### src/sv/lkv_pkg.sv
// Package: constants and types shared by the LRU key/value cache modules.
package lkv_pkg;

    localparam int ENTRIES    = 16;
    localparam int KEY_BITS   = 32;
    localparam int DATA_BITS  = 64;
    localparam int CMD_BITS   = 3;
    localparam int COUNT_BITS = 5;
    localparam int RANK_BITS  = $clog2(ENTRIES);

    localparam logic [COUNT_BITS-1:0] CAP_RESET = COUNT_BITS'(ENTRIES);

    typedef enum logic [CMD_BITS-1:0] {
        CMD_GET      = 3'd0,
        CMD_PUT      = 3'd1,
        CMD_CONTAINS = 3'd2,
        CMD_REMOVE   = 3'd3,
        CMD_CLEAR    = 3'd4
    } lkv_cmd_t;

    typedef enum logic [2:0] {
        OP_NOP,
        OP_MATCH,
        OP_PROMOTE,
        OP_UPDATE,
        OP_DROP,
        OP_EVICT,
        OP_INSERT,
        OP_CLEAR
    } lkv_op_t;

    typedef enum logic [2:0] {
        ST_IDLE,
        ST_TRIM,
        ST_MATCH,
        ST_EXEC,
        ST_INS,
        ST_RESP
    } lkv_state_t;

    typedef struct packed {
        logic [CMD_BITS-1:0]  cmd;
        logic [KEY_BITS-1:0]  tile_key;
        logic [DATA_BITS-1:0] payload_in;
    } lkv_in_t;

    typedef struct packed {
        logic                  found;
        logic [DATA_BITS-1:0]  payload_out;
        logic [COUNT_BITS-1:0] occupancy;
    } lkv_out_t;

    // broadcast from the controller to every cell
    typedef struct packed {
        lkv_op_t              op;
        logic [RANK_BITS-1:0] rank;
        logic [KEY_BITS-1:0]  key;
        logic [DATA_BITS-1:0] data;
    } lkv_ctl_t;

    // passed from cell to cell along the row
    typedef struct packed {
        logic                 free_seen;
        logic                 hit_any;
        logic [RANK_BITS-1:0] hit_rank;
        logic [DATA_BITS-1:0] hit_data;
    } lkv_chain_t;

endpackage

### src/sv/lkv_cell.sv
// One cache cell: valid bit, key, payload, recency rank and match flag.
module lkv_cell (
    input  logic               clk,
    input  logic               rst_n,
    input  lkv_pkg::lkv_ctl_t  ctl,
    input  lkv_pkg::lkv_chain_t chain_in,
    output lkv_pkg::lkv_chain_t chain_out
);

    logic                          valid_reg, valid_next;
    logic                          hit_reg, hit_next;
    logic [lkv_pkg::RANK_BITS-1:0] rank_reg, rank_next;
    logic [lkv_pkg::KEY_BITS-1:0]  key_reg, key_next;
    logic [lkv_pkg::DATA_BITS-1:0] data_reg, data_next;
    logic                          target;

    // first free cell in the row takes an insert
    assign target = !valid_reg && !chain_in.free_seen;

    always_comb
    begin
        valid_next = valid_reg;
        hit_next   = hit_reg;
        rank_next  = rank_reg;
        key_next   = key_reg;
        data_next  = data_reg;
        case (ctl.op)
            lkv_pkg::OP_MATCH:
            begin
                hit_next = valid_reg && (key_reg == ctl.key);
            end
            lkv_pkg::OP_PROMOTE, lkv_pkg::OP_UPDATE:
            begin
                if (hit_reg)
                begin
                    rank_next = '0;
                    if (ctl.op == lkv_pkg::OP_UPDATE)
                    begin
                        data_next = ctl.data;
                    end
                end
                else if (valid_reg && rank_reg < ctl.rank)
                begin
                    rank_next = rank_reg + 1'b1;
                end
            end
            lkv_pkg::OP_DROP:
            begin
                if (hit_reg)
                begin
                    valid_next = 1'b0;
                    rank_next  = '0;
                end
                else if (valid_reg && rank_reg > ctl.rank)
                begin
                    rank_next = rank_reg - 1'b1;
                end
            end
            lkv_pkg::OP_EVICT:
            begin
                if (valid_reg && rank_reg == ctl.rank)
                begin
                    valid_next = 1'b0;
                    rank_next  = '0;
                end
            end
            lkv_pkg::OP_INSERT:
            begin
                if (target)
                begin
                    valid_next = 1'b1;
                    key_next   = ctl.key;
                    data_next  = ctl.data;
                    rank_next  = '0;
                end
                else if (valid_reg)
                begin
                    rank_next = rank_reg + 1'b1;
                end
            end
            lkv_pkg::OP_CLEAR:
            begin
                valid_next = 1'b0;
                rank_next  = '0;
            end
            default:
            begin
            end
        endcase
    end

    always_ff @(posedge clk or negedge rst_n)
    begin
        if (!rst_n)
        begin
            valid_reg <= 1'b0;
            hit_reg   <= 1'b0;
            rank_reg  <= '0;
        end
        else
        begin
            valid_reg <= valid_next;
            hit_reg   <= hit_next;
            rank_reg  <= rank_next;
        end
    end

    always_ff @(posedge clk)
    begin
        key_reg  <= key_next;
        data_reg <= data_next;
    end

    assign chain_out.free_seen = chain_in.free_seen | !valid_reg;
    assign chain_out.hit_any   = chain_in.hit_any | hit_reg;
    assign chain_out.hit_rank  = chain_in.hit_rank | (hit_reg ? rank_reg : '0);
    assign chain_out.hit_data  = chain_in.hit_data | (hit_reg ? data_reg : '0);

endmodule

### src/sv/lkv_ctrl.sv
// Sequencer: handshakes, capacity register, entry count and cell commands.
module lkv_ctrl (
    input  logic                clk,
    input  logic                rst_n,
    input  logic                in_valid,
    output logic                in_stall,
    input  lkv_pkg::lkv_in_t    in_data,
    output logic                out_valid,
    input  logic                out_stall,
    output lkv_pkg::lkv_out_t   out_data,
    input  logic                cfg_write,
    input  logic [lkv_pkg::COUNT_BITS-1:0] cfg_data,
    input  lkv_pkg::lkv_chain_t tail,
    output lkv_pkg::lkv_ctl_t   ctl
);

    lkv_pkg::lkv_state_t            state_reg, state_next;
    logic [lkv_pkg::COUNT_BITS-1:0] cap_reg;
    logic [lkv_pkg::COUNT_BITS-1:0] cap_eff;
    logic [lkv_pkg::COUNT_BITS-1:0] count_reg, count_next;
    logic [lkv_pkg::CMD_BITS-1:0]   cmd_reg;
    logic [lkv_pkg::KEY_BITS-1:0]   key_reg;
    logic [lkv_pkg::DATA_BITS-1:0]  data_reg;
    logic                           res_found_reg, res_found_next;
    logic [lkv_pkg::DATA_BITS-1:0]  res_payload_reg, res_payload_next;
    logic                           out_valid_reg;
    lkv_pkg::lkv_out_t              out_data_reg;
    logic                           in_accept;
    logic                           out_free;
    logic                           over_cap;
    logic                           full;

    always_comb
    begin
        if (cap_reg == '0)
        begin
            cap_eff = lkv_pkg::COUNT_BITS'(1);
        end
        else if (cap_reg > lkv_pkg::COUNT_BITS'(lkv_pkg::ENTRIES))
        begin
            cap_eff = lkv_pkg::COUNT_BITS'(lkv_pkg::ENTRIES);
        end
        else
        begin
            cap_eff = cap_reg;
        end
    end

    assign over_cap  = count_reg > cap_eff;
    assign full      = count_reg >= cap_eff;
    assign in_stall  = (state_reg != lkv_pkg::ST_IDLE) || over_cap;
    assign in_accept = in_valid && !in_stall;
    assign out_free  = !out_valid_reg || !out_stall;

    // next state
    always_comb
    begin
        state_next = state_reg;
        case (state_reg)
            lkv_pkg::ST_IDLE:
            begin
                if (over_cap)
                begin
                    state_next = lkv_pkg::ST_TRIM;
                end
                else if (in_accept)
                begin
                    state_next = lkv_pkg::ST_MATCH;
                end
            end
            lkv_pkg::ST_TRIM:
            begin
                if (count_reg - 1'b1 <= cap_eff)
                begin
                    state_next = lkv_pkg::ST_IDLE;
                end
            end
            lkv_pkg::ST_MATCH:
            begin
                state_next = lkv_pkg::ST_EXEC;
            end
            lkv_pkg::ST_EXEC:
            begin
                if (cmd_reg == lkv_pkg::CMD_PUT && !tail.hit_any && full)
                begin
                    state_next = lkv_pkg::ST_INS;
                end
                else
                begin
                    state_next = lkv_pkg::ST_RESP;
                end
            end
            lkv_pkg::ST_INS:
            begin
                state_next = lkv_pkg::ST_RESP;
            end
            lkv_pkg::ST_RESP:
            begin
                if (out_free)
                begin
                    state_next = lkv_pkg::ST_IDLE;
                end
            end
            default:
            begin
                state_next = lkv_pkg::ST_IDLE;
            end
        endcase
    end

    // cell commands and result
    always_comb
    begin
        ctl.op           = lkv_pkg::OP_NOP;
        ctl.rank         = tail.hit_rank;
        ctl.key          = key_reg;
        ctl.data         = data_reg;
        res_found_next   = res_found_reg;
        res_payload_next = res_payload_reg;
        case (state_reg)
            lkv_pkg::ST_TRIM:
            begin
                ctl.op   = lkv_pkg::OP_EVICT;
                ctl.rank = lkv_pkg::RANK_BITS'(count_reg - 1'b1);
            end
            lkv_pkg::ST_MATCH:
            begin
                ctl.op = lkv_pkg::OP_MATCH;
            end
            lkv_pkg::ST_EXEC:
            begin
                res_found_next   = 1'b0;
                res_payload_next = '0;
                case (cmd_reg)
                    lkv_pkg::CMD_GET:
                    begin
                        res_found_next = tail.hit_any;
                        if (tail.hit_any)
                        begin
                            ctl.op           = lkv_pkg::OP_PROMOTE;
                            res_payload_next = tail.hit_data;
                        end
                    end
                    lkv_pkg::CMD_PUT:
                    begin
                        res_found_next = tail.hit_any;
                        if (tail.hit_any)
                        begin
                            ctl.op = lkv_pkg::OP_UPDATE;
                        end
                        else if (full)
                        begin
                            ctl.op   = lkv_pkg::OP_EVICT;
                            ctl.rank = lkv_pkg::RANK_BITS'(count_reg - 1'b1);
                        end
                        else
                        begin
                            ctl.op = lkv_pkg::OP_INSERT;
                        end
                    end
                    lkv_pkg::CMD_CONTAINS:
                    begin
                        res_found_next = tail.hit_any;
                    end
                    lkv_pkg::CMD_REMOVE:
                    begin
                        res_found_next = tail.hit_any;
                        if (tail.hit_any)
                        begin
                            ctl.op = lkv_pkg::OP_DROP;
                        end
                    end
                    lkv_pkg::CMD_CLEAR:
                    begin
                        ctl.op = lkv_pkg::OP_CLEAR;
                    end
                    default:
                    begin
                    end
                endcase
            end
            lkv_pkg::ST_INS:
            begin
                ctl.op = lkv_pkg::OP_INSERT;
            end
            default:
            begin
            end
        endcase
    end

    always_comb
    begin
        case (ctl.op)
            lkv_pkg::OP_DROP, lkv_pkg::OP_EVICT: count_next = count_reg - 1'b1;
            lkv_pkg::OP_INSERT:                  count_next = count_reg + 1'b1;
            lkv_pkg::OP_CLEAR:                   count_next = '0;
            default:                             count_next = count_reg;
        endcase
    end

    always_ff @(posedge clk or negedge rst_n)
    begin
        if (!rst_n)
        begin
            state_reg     <= lkv_pkg::ST_IDLE;
            cap_reg       <= lkv_pkg::CAP_RESET;
            count_reg     <= '0;
            out_valid_reg <= 1'b0;
        end
        else
        begin
            state_reg <= state_next;
            count_reg <= count_next;
            if (cfg_write)
            begin
                cap_reg <= cfg_data;
            end
            if (state_reg == lkv_pkg::ST_RESP && out_free)
            begin
                out_valid_reg <= 1'b1;
            end
            else if (!out_stall)
            begin
                out_valid_reg <= 1'b0;
            end
        end
    end

    always_ff @(posedge clk)
    begin
        if (in_accept)
        begin
            cmd_reg  <= in_data.cmd;
            key_reg  <= in_data.tile_key;
            data_reg <= in_data.payload_in;
        end
        res_found_reg   <= res_found_next;
        res_payload_reg <= res_payload_next;
        if (state_reg == lkv_pkg::ST_RESP && out_free)
        begin
            out_data_reg.found       <= res_found_reg;
            out_data_reg.payload_out <= res_payload_reg;
            out_data_reg.occupancy   <= count_reg;
        end
    end

    assign out_valid = out_valid_reg;
    assign out_data  = out_data_reg;

`ifndef ASSERT_OFF
    a_count_bound: assert property (@(posedge clk) disable iff (!rst_n)
        count_reg <= lkv_pkg::COUNT_BITS'(lkv_pkg::ENTRIES))
        else $error("entry count above cell count");

    a_ins_room: assert property (@(posedge clk) disable iff (!rst_n)
        state_reg == lkv_pkg::ST_INS |-> count_reg < lkv_pkg::COUNT_BITS'(lkv_pkg::ENTRIES))
        else $error("insert with no free cell");

    a_trim_step: assert property (@(posedge clk) disable iff (!rst_n)
        state_reg == lkv_pkg::ST_TRIM |=> count_reg == $past(count_reg) - 1'b1)
        else $error("trim did not evict one entry");

    a_resp_load: assert property (@(posedge clk) disable iff (!rst_n)
        state_reg == lkv_pkg::ST_RESP && out_free
        |=> out_valid_reg && out_data_reg.occupancy == $past(count_reg))
        else $error("result beat not loaded with occupancy");
`endif

endmodule

### src/sv/lru_key_value_cache.sv
// Top level: fully associative LRU key/value cache built from a row of cells.
//
// Each input beat carries one command (get, put, contains, remove, clear)
// and yields exactly one result beat with found, payload_out and the entry
// count after the command. An accepted item passes the key match state,
// then the execute state (rank update in all cells at once), then an
// insert state when a put of a new key must first evict the least recent
// entry, then the response state; the next item is taken once the current
// one has moved into the output register and the controller is idle again.
// Lowering the capacity written on cfg_data below the entry count evicts
// one least recent entry per cycle before the next input beat is accepted.
module lru_key_value_cache (
    input  logic                           clk,
    input  logic                           rst_n,
    input  logic                           in_valid,
    output logic                           in_stall,
    input  lkv_pkg::lkv_in_t               in_data,
    output logic                           out_valid,
    input  logic                           out_stall,
    output lkv_pkg::lkv_out_t              out_data,
    input  logic                           cfg_write,
    input  logic [lkv_pkg::COUNT_BITS-1:0] cfg_data
);

    lkv_pkg::lkv_ctl_t   ctl;
    lkv_pkg::lkv_chain_t chain [lkv_pkg::ENTRIES+1];

    assign chain[0] = '0;

    lkv_ctrl u_ctrl (
        .clk       (clk),
        .rst_n     (rst_n),
        .in_valid  (in_valid),
        .in_stall  (in_stall),
        .in_data   (in_data),
        .out_valid (out_valid),
        .out_stall (out_stall),
        .out_data  (out_data),
        .cfg_write (cfg_write),
        .cfg_data  (cfg_data),
        .tail      (chain[lkv_pkg::ENTRIES]),
        .ctl       (ctl)
    );

    for (genvar i = 0; i < lkv_pkg::ENTRIES; i++)
    begin : g_cell
        lkv_cell u_cell (
            .clk       (clk),
            .rst_n     (rst_n),
            .ctl       (ctl),
            .chain_in  (chain[i]),
            .chain_out (chain[i+1])
        );
    end

endmodule
### config.mk
export PLATFORM = sky130hd
export DESIGN_NAME = lru_key_value_cache
export DESIGN_NICKNAME = d
export VERILOG_FILES = /design/src/sv/lkv_pkg.sv /design/src/sv/lkv_cell.sv /design/src/sv/lkv_ctrl.sv /design/src/sv/lru_key_value_cache.sv
export SDC_FILE = /design/constraint.sdc
export NUM_CORES = 2
export LEC_CHECK = 0
export ABC_AREA = 1
export BUFFER_PORTS_ARGS = -buffer_cell sky130_fd_sc_hd__buf_2
export CAP_MARGIN = 40
export CORE_AREA = 3 3 420 422
export CTS_BUF_LIST = sky130_fd_sc_hd__clkbuf_4 sky130_fd_sc_hd__clkbuf_8
export DETAILED_ROUTE_END_ITERATION = 10
export DIE_AREA = 0 0 423 425
export PLACE_DENSITY = 0.58
export SETUP_SLACK_MARGIN = 0.4
export SYNTH_ARGS = -nofsm -noshare
export SYNTH_HDL_FRONTEND = slang
export SYNTH_SLANG_ARGS = --single-unit
export TNS_END_PERCENT = 20
### constraint.sdc
create_clock -name clk -period 23 [get_ports clk]
set_clock_uncertainty 0.1 [all_clocks]
set_input_delay 5.75 -clock clk [delete_from_list [all_inputs] [get_ports clk]]
set_output_delay 5.75 -clock clk [all_outputs]
set_load 0.01 [all_outputs]
==> results_dict.tcl <==
set metrics [dict create \
    drtIter0Drc 5385 \
    die_x_um 423 \
    routed_wl_um 224000 \
    clkTransAtPathRegs_ns 0.06 \
    syn_nets 5454 \
    powerDensity_nw_per_um2 112 \
    finalMaxSlewViolations 0 \
    startpoint_type "register" \
    crit_path_cell_trace "inv_1 -> nand2_1 -> ha_1 -> nand2_1 -> inv_1 -> nand2_1 -> nand2_1 -> o21ai_0 -> nand4_1 -> buf_2" \
    drt_drc_violations_left 0 \
    startpoint "u_ctrl.cap_reg[4]" \
    period_minus_slack_ns 8.91 \
    fmax_mhz 112 \
    cpMostUsedCell "nand2_1" \
    via_per_inst 5.91 \
    final_hold_viol_count 0 \
    numCtsBuffers 331 \
    synthCells 5237 \
    postCtsSetupBuffers 0 \
    fin_crit_sh_pct 38.7 \
    crit_end "in_stall" \
    track_usage_pct 24.5 \
    setup_tns_ns 0 \
    cp_max_fo 4 \
    start_util_pct 43.9 \
    core_sq_um 173000 \
    dieArea_sq_um 180000 \
    yosys_warnings 0 \
    cts_hold_buffers 0 \
    dr_total_vias 48400 \
    grt_max_degree 93 \
    drive_gt1_share_pct 16.4 \
    gr-total-overflow 0 \
    crit_required_ns 17.15 \
    largest_reg_flops 1024 \
    ys_types 58 \
    io_buffers 180 \
    grt_pass1_vias 46500 \
    setup_ws_ns 14.09 \
    setup_violations 0 \
    hold_path_class "reg2reg" \
    p_leak_nw 29.9 \
    async_flop_share_pct 5.85 \
    grt_pass1_wl_um 324000 \
    cts_tree "done" \
    slew_headroom_pct 37.8 \
    ys_seq_area_share_pct 73.5 \
    place_ws_ns 15.19 \
    status "completed" \
    crit_type "reg2out" \
    multi_input_area_sq_um 18300 \
    syn_avg_cell_area_sq_um 14.5 \
    tightest_slew_ns 0.933 \
    slowest_delay_ns 0.55 \
    reg2reg_from "g_cell[5].u_cell.hit_reg" \
    ff2ff_setup_slack_ns 17.33 \
    final_nets 5853 \
    grt_setup_unrepaired "no" \
    max-vdd-ir-drop_mv 0.0660 \
    dr.pass1.iters 6 \
    routabilityCongestion 0.869 \
    fillers 14700 \
    rr_worst_depth 18 \
    synth_flop_cell "edfxtp_1" \
    arrival_ns 3.06 \
    synth_edf_count 1770 \
    r2r_end "g_cell[10].u_cell.data_reg[25]" \
    clk_latency_ns 1.05 \
    maxCapViolCount 0 \
    dp_hpwl_um 126000 \
    cts_sinks 1880 \
    antenna_left 0 \
    antenna_found_initial 8 \
    cts_resized 0 \
    rows 153 \
    slowest_stage "dfstp_2" \
    die_h_um 425 \
    ys_ff_latch 1880 \
    syn2layout_area_growth_pct 14.4 \
    syn_area_sq_um 76100 \
    ioPinCount 181 \
    endpoint_kind "output port" \
    clk_path_buf_depth 4 \
    cts_root_buf "clkbuf_8" \
    h-tree-depth 5 \
    routedWlPerCell_um 27.4 \
    layout.area.seq_sq_um 56000 \
]
[cell families (layout without fill, tap and decap cells)]
| group | Yosys count | count (layout) | share of synthesized area (%) |
|---|---|---|---|
| AO/OA/AOI/OAI | 984 | 984 | 10.0 |
| XOR/XNOR | 300 | 300 | 3.45 |
| multiplexers | 1 | 1 | 0.0132 |
| other | 0 | 7 | 0 |
| AND/OR/NAND/NOR | 1437 | 1437 | 8.39 |
| flip-flops | 1880 | 1880 | 73.5 |
| buffers and inverters | 527 | 1151 | 2.84 |
| adder cells (fa/ha/maj) | 108 | 108 | 1.78 |
[critical path: cells and delay by family, from the launching register on]
family                     cells  cell delay [ns]
and+or+nand+nor                5             0.62
DFF                            1             0.55
buffers and inverters          3             0.41
adders and majority gates      1             0.23
AOI/OAI and AO/OA              1             0.22
[placed cells by master, fill, tap and decap left out, drive strengths merged, types with 3 or more instances in the layout]
cell      netlist  routed
a221oi        301     301
clkbuf        193     455
a21oi          45      45
nor3           37      37
a22o          260     260
diode           0       7
nand3         339     339
buf            77     336
or2            17      17
clkinvlp        0       6
a211oi         23      23
xor2          203     203
o22ai          78      78
a2111oi         4       4
a31oi           3       3
a41oi          65      65
nand2         641     641
o211ai          9       9
clkinv         16     103
ha            108     108
nor2          275     275
bufinv          0       7
dfrtp         109     109
edfxtp       1770    1770
nand4          71      71
o221ai          8       8
inv           241     244
o21ai         155     155
o2111ai        26      26
nor4           51      51
xnor2          97      97
[per-stage QoR]
step	std cells	util [%]	area (sq um)	total power, mW	hold slack [ns]
global placement	7591	46.1	79900	6.74	0.300
global route	8190	50.2	87000	10.2	0.322
CTS	8186	50.2	87000	9.80	0.316
detailed placement	7628	46.6	80800	6.84	0.305
floorplan	5237	-	76100	6.00	0.300
finish	8193	50.2	87000	9.75	0.318
[how the worst min path moves through the flow]
stage                          startpoint  depth (start not counted)  slack (ns)                  end
2_1_floorplan   u_ctrl.res_payload_reg[5]                          0        0.30  u_ctrl.out_data[10]
3_3_place_gp   u_ctrl.res_payload_reg[58]                          0        0.30  u_ctrl.out_data[63]
3_5_place_dp   u_ctrl.res_payload_reg[36]                          0        0.30  u_ctrl.out_data[41]
4_1_cts              u_ctrl.res_found_reg                          0        0.32  u_ctrl.out_data[69]
5_1_grt        u_ctrl.res_payload_reg[36]                          0        0.32  u_ctrl.out_data[41]
6_report             u_ctrl.res_found_reg                          0        0.32  u_ctrl.out_data[69]
[power by group]
part	internal, mW	switching, mW	total (mW)
sequential	4.37	0.307	4.67
combinational	0.624	1.50	2.12
clock	1.63	1.33	2.96
[synthesized netlist by cell type (2+ instances only)]
master / count / area [sq um]
nand4_1: 71 / 444
a41oi_1: 65 / 569
a211o_1: 2 / 17.5
o211ai_1: 9 / 67.6
o21ai_1: 7 / 35.0
a31oi_1: 3 / 18.8
edfxtp_1: 1770 / 53200
nand2_2: 21 / 131
clkbuf_1: 193 / 724
nand3b_1: 2 / 15.0
a21oi_1: 45 / 225
a221oi_1: 301 / 2640
nor2_1: 257 / 965
nor2_2: 15 / 93.8
xnor2_1: 97 / 850
nor4_1: 51 / 319
buf_1: 25 / 93.8
dfrtp_1: 109 / 2730
buf_4: 10 / 75.1
clkinv_1: 15 / 56.3
o21ai_0: 147 / 736
ha_1: 108 / 1350
nand2_1: 619 / 2320
a22o_1: 260 / 2280
o2111ai_1: 26 / 228
o2111a_1: 2 / 22.5
inv_1: 231 / 867
o22ai_1: 78 / 488
a2111oi_0: 4 / 35.0
buf_2: 30 / 150
nor2_4: 2 / 22.5
buf_6: 10 / 113
a211oi_1: 23 / 173
xor2_1: 203 / 1780
nand3_1: 337 / 1690
o221ai_1: 8 / 70.1
or2_2: 16 / 100
inv_2: 9 / 33.8
nor3_1: 37 / 185
[metal layers]
metal  share of wire [%]  routed length [um]  GRT usage, %
met1                  43               96000          35.1
met2                  47              104000          38.9
met3                 8.2               18400          4.04
met4                 2.5                5710          7.02
met5                   0                   0             0
[cell type report]
class | count | share of cell area, %
Sequential cell | 1880 | 64.3
Inverter | 257 | 1.12
Antenna cell | 7 | 0.0201
Tap cell | 2325 | 3.34
Clock inverter | 103 | 0.736
Clock buffer | 455 | 6.39
Multi-Input combinational cell | 2830 | 21.0
Timing Repair Buffer | 336 | 3.04
Note: power is estimated with default switching activity, not from simulation.
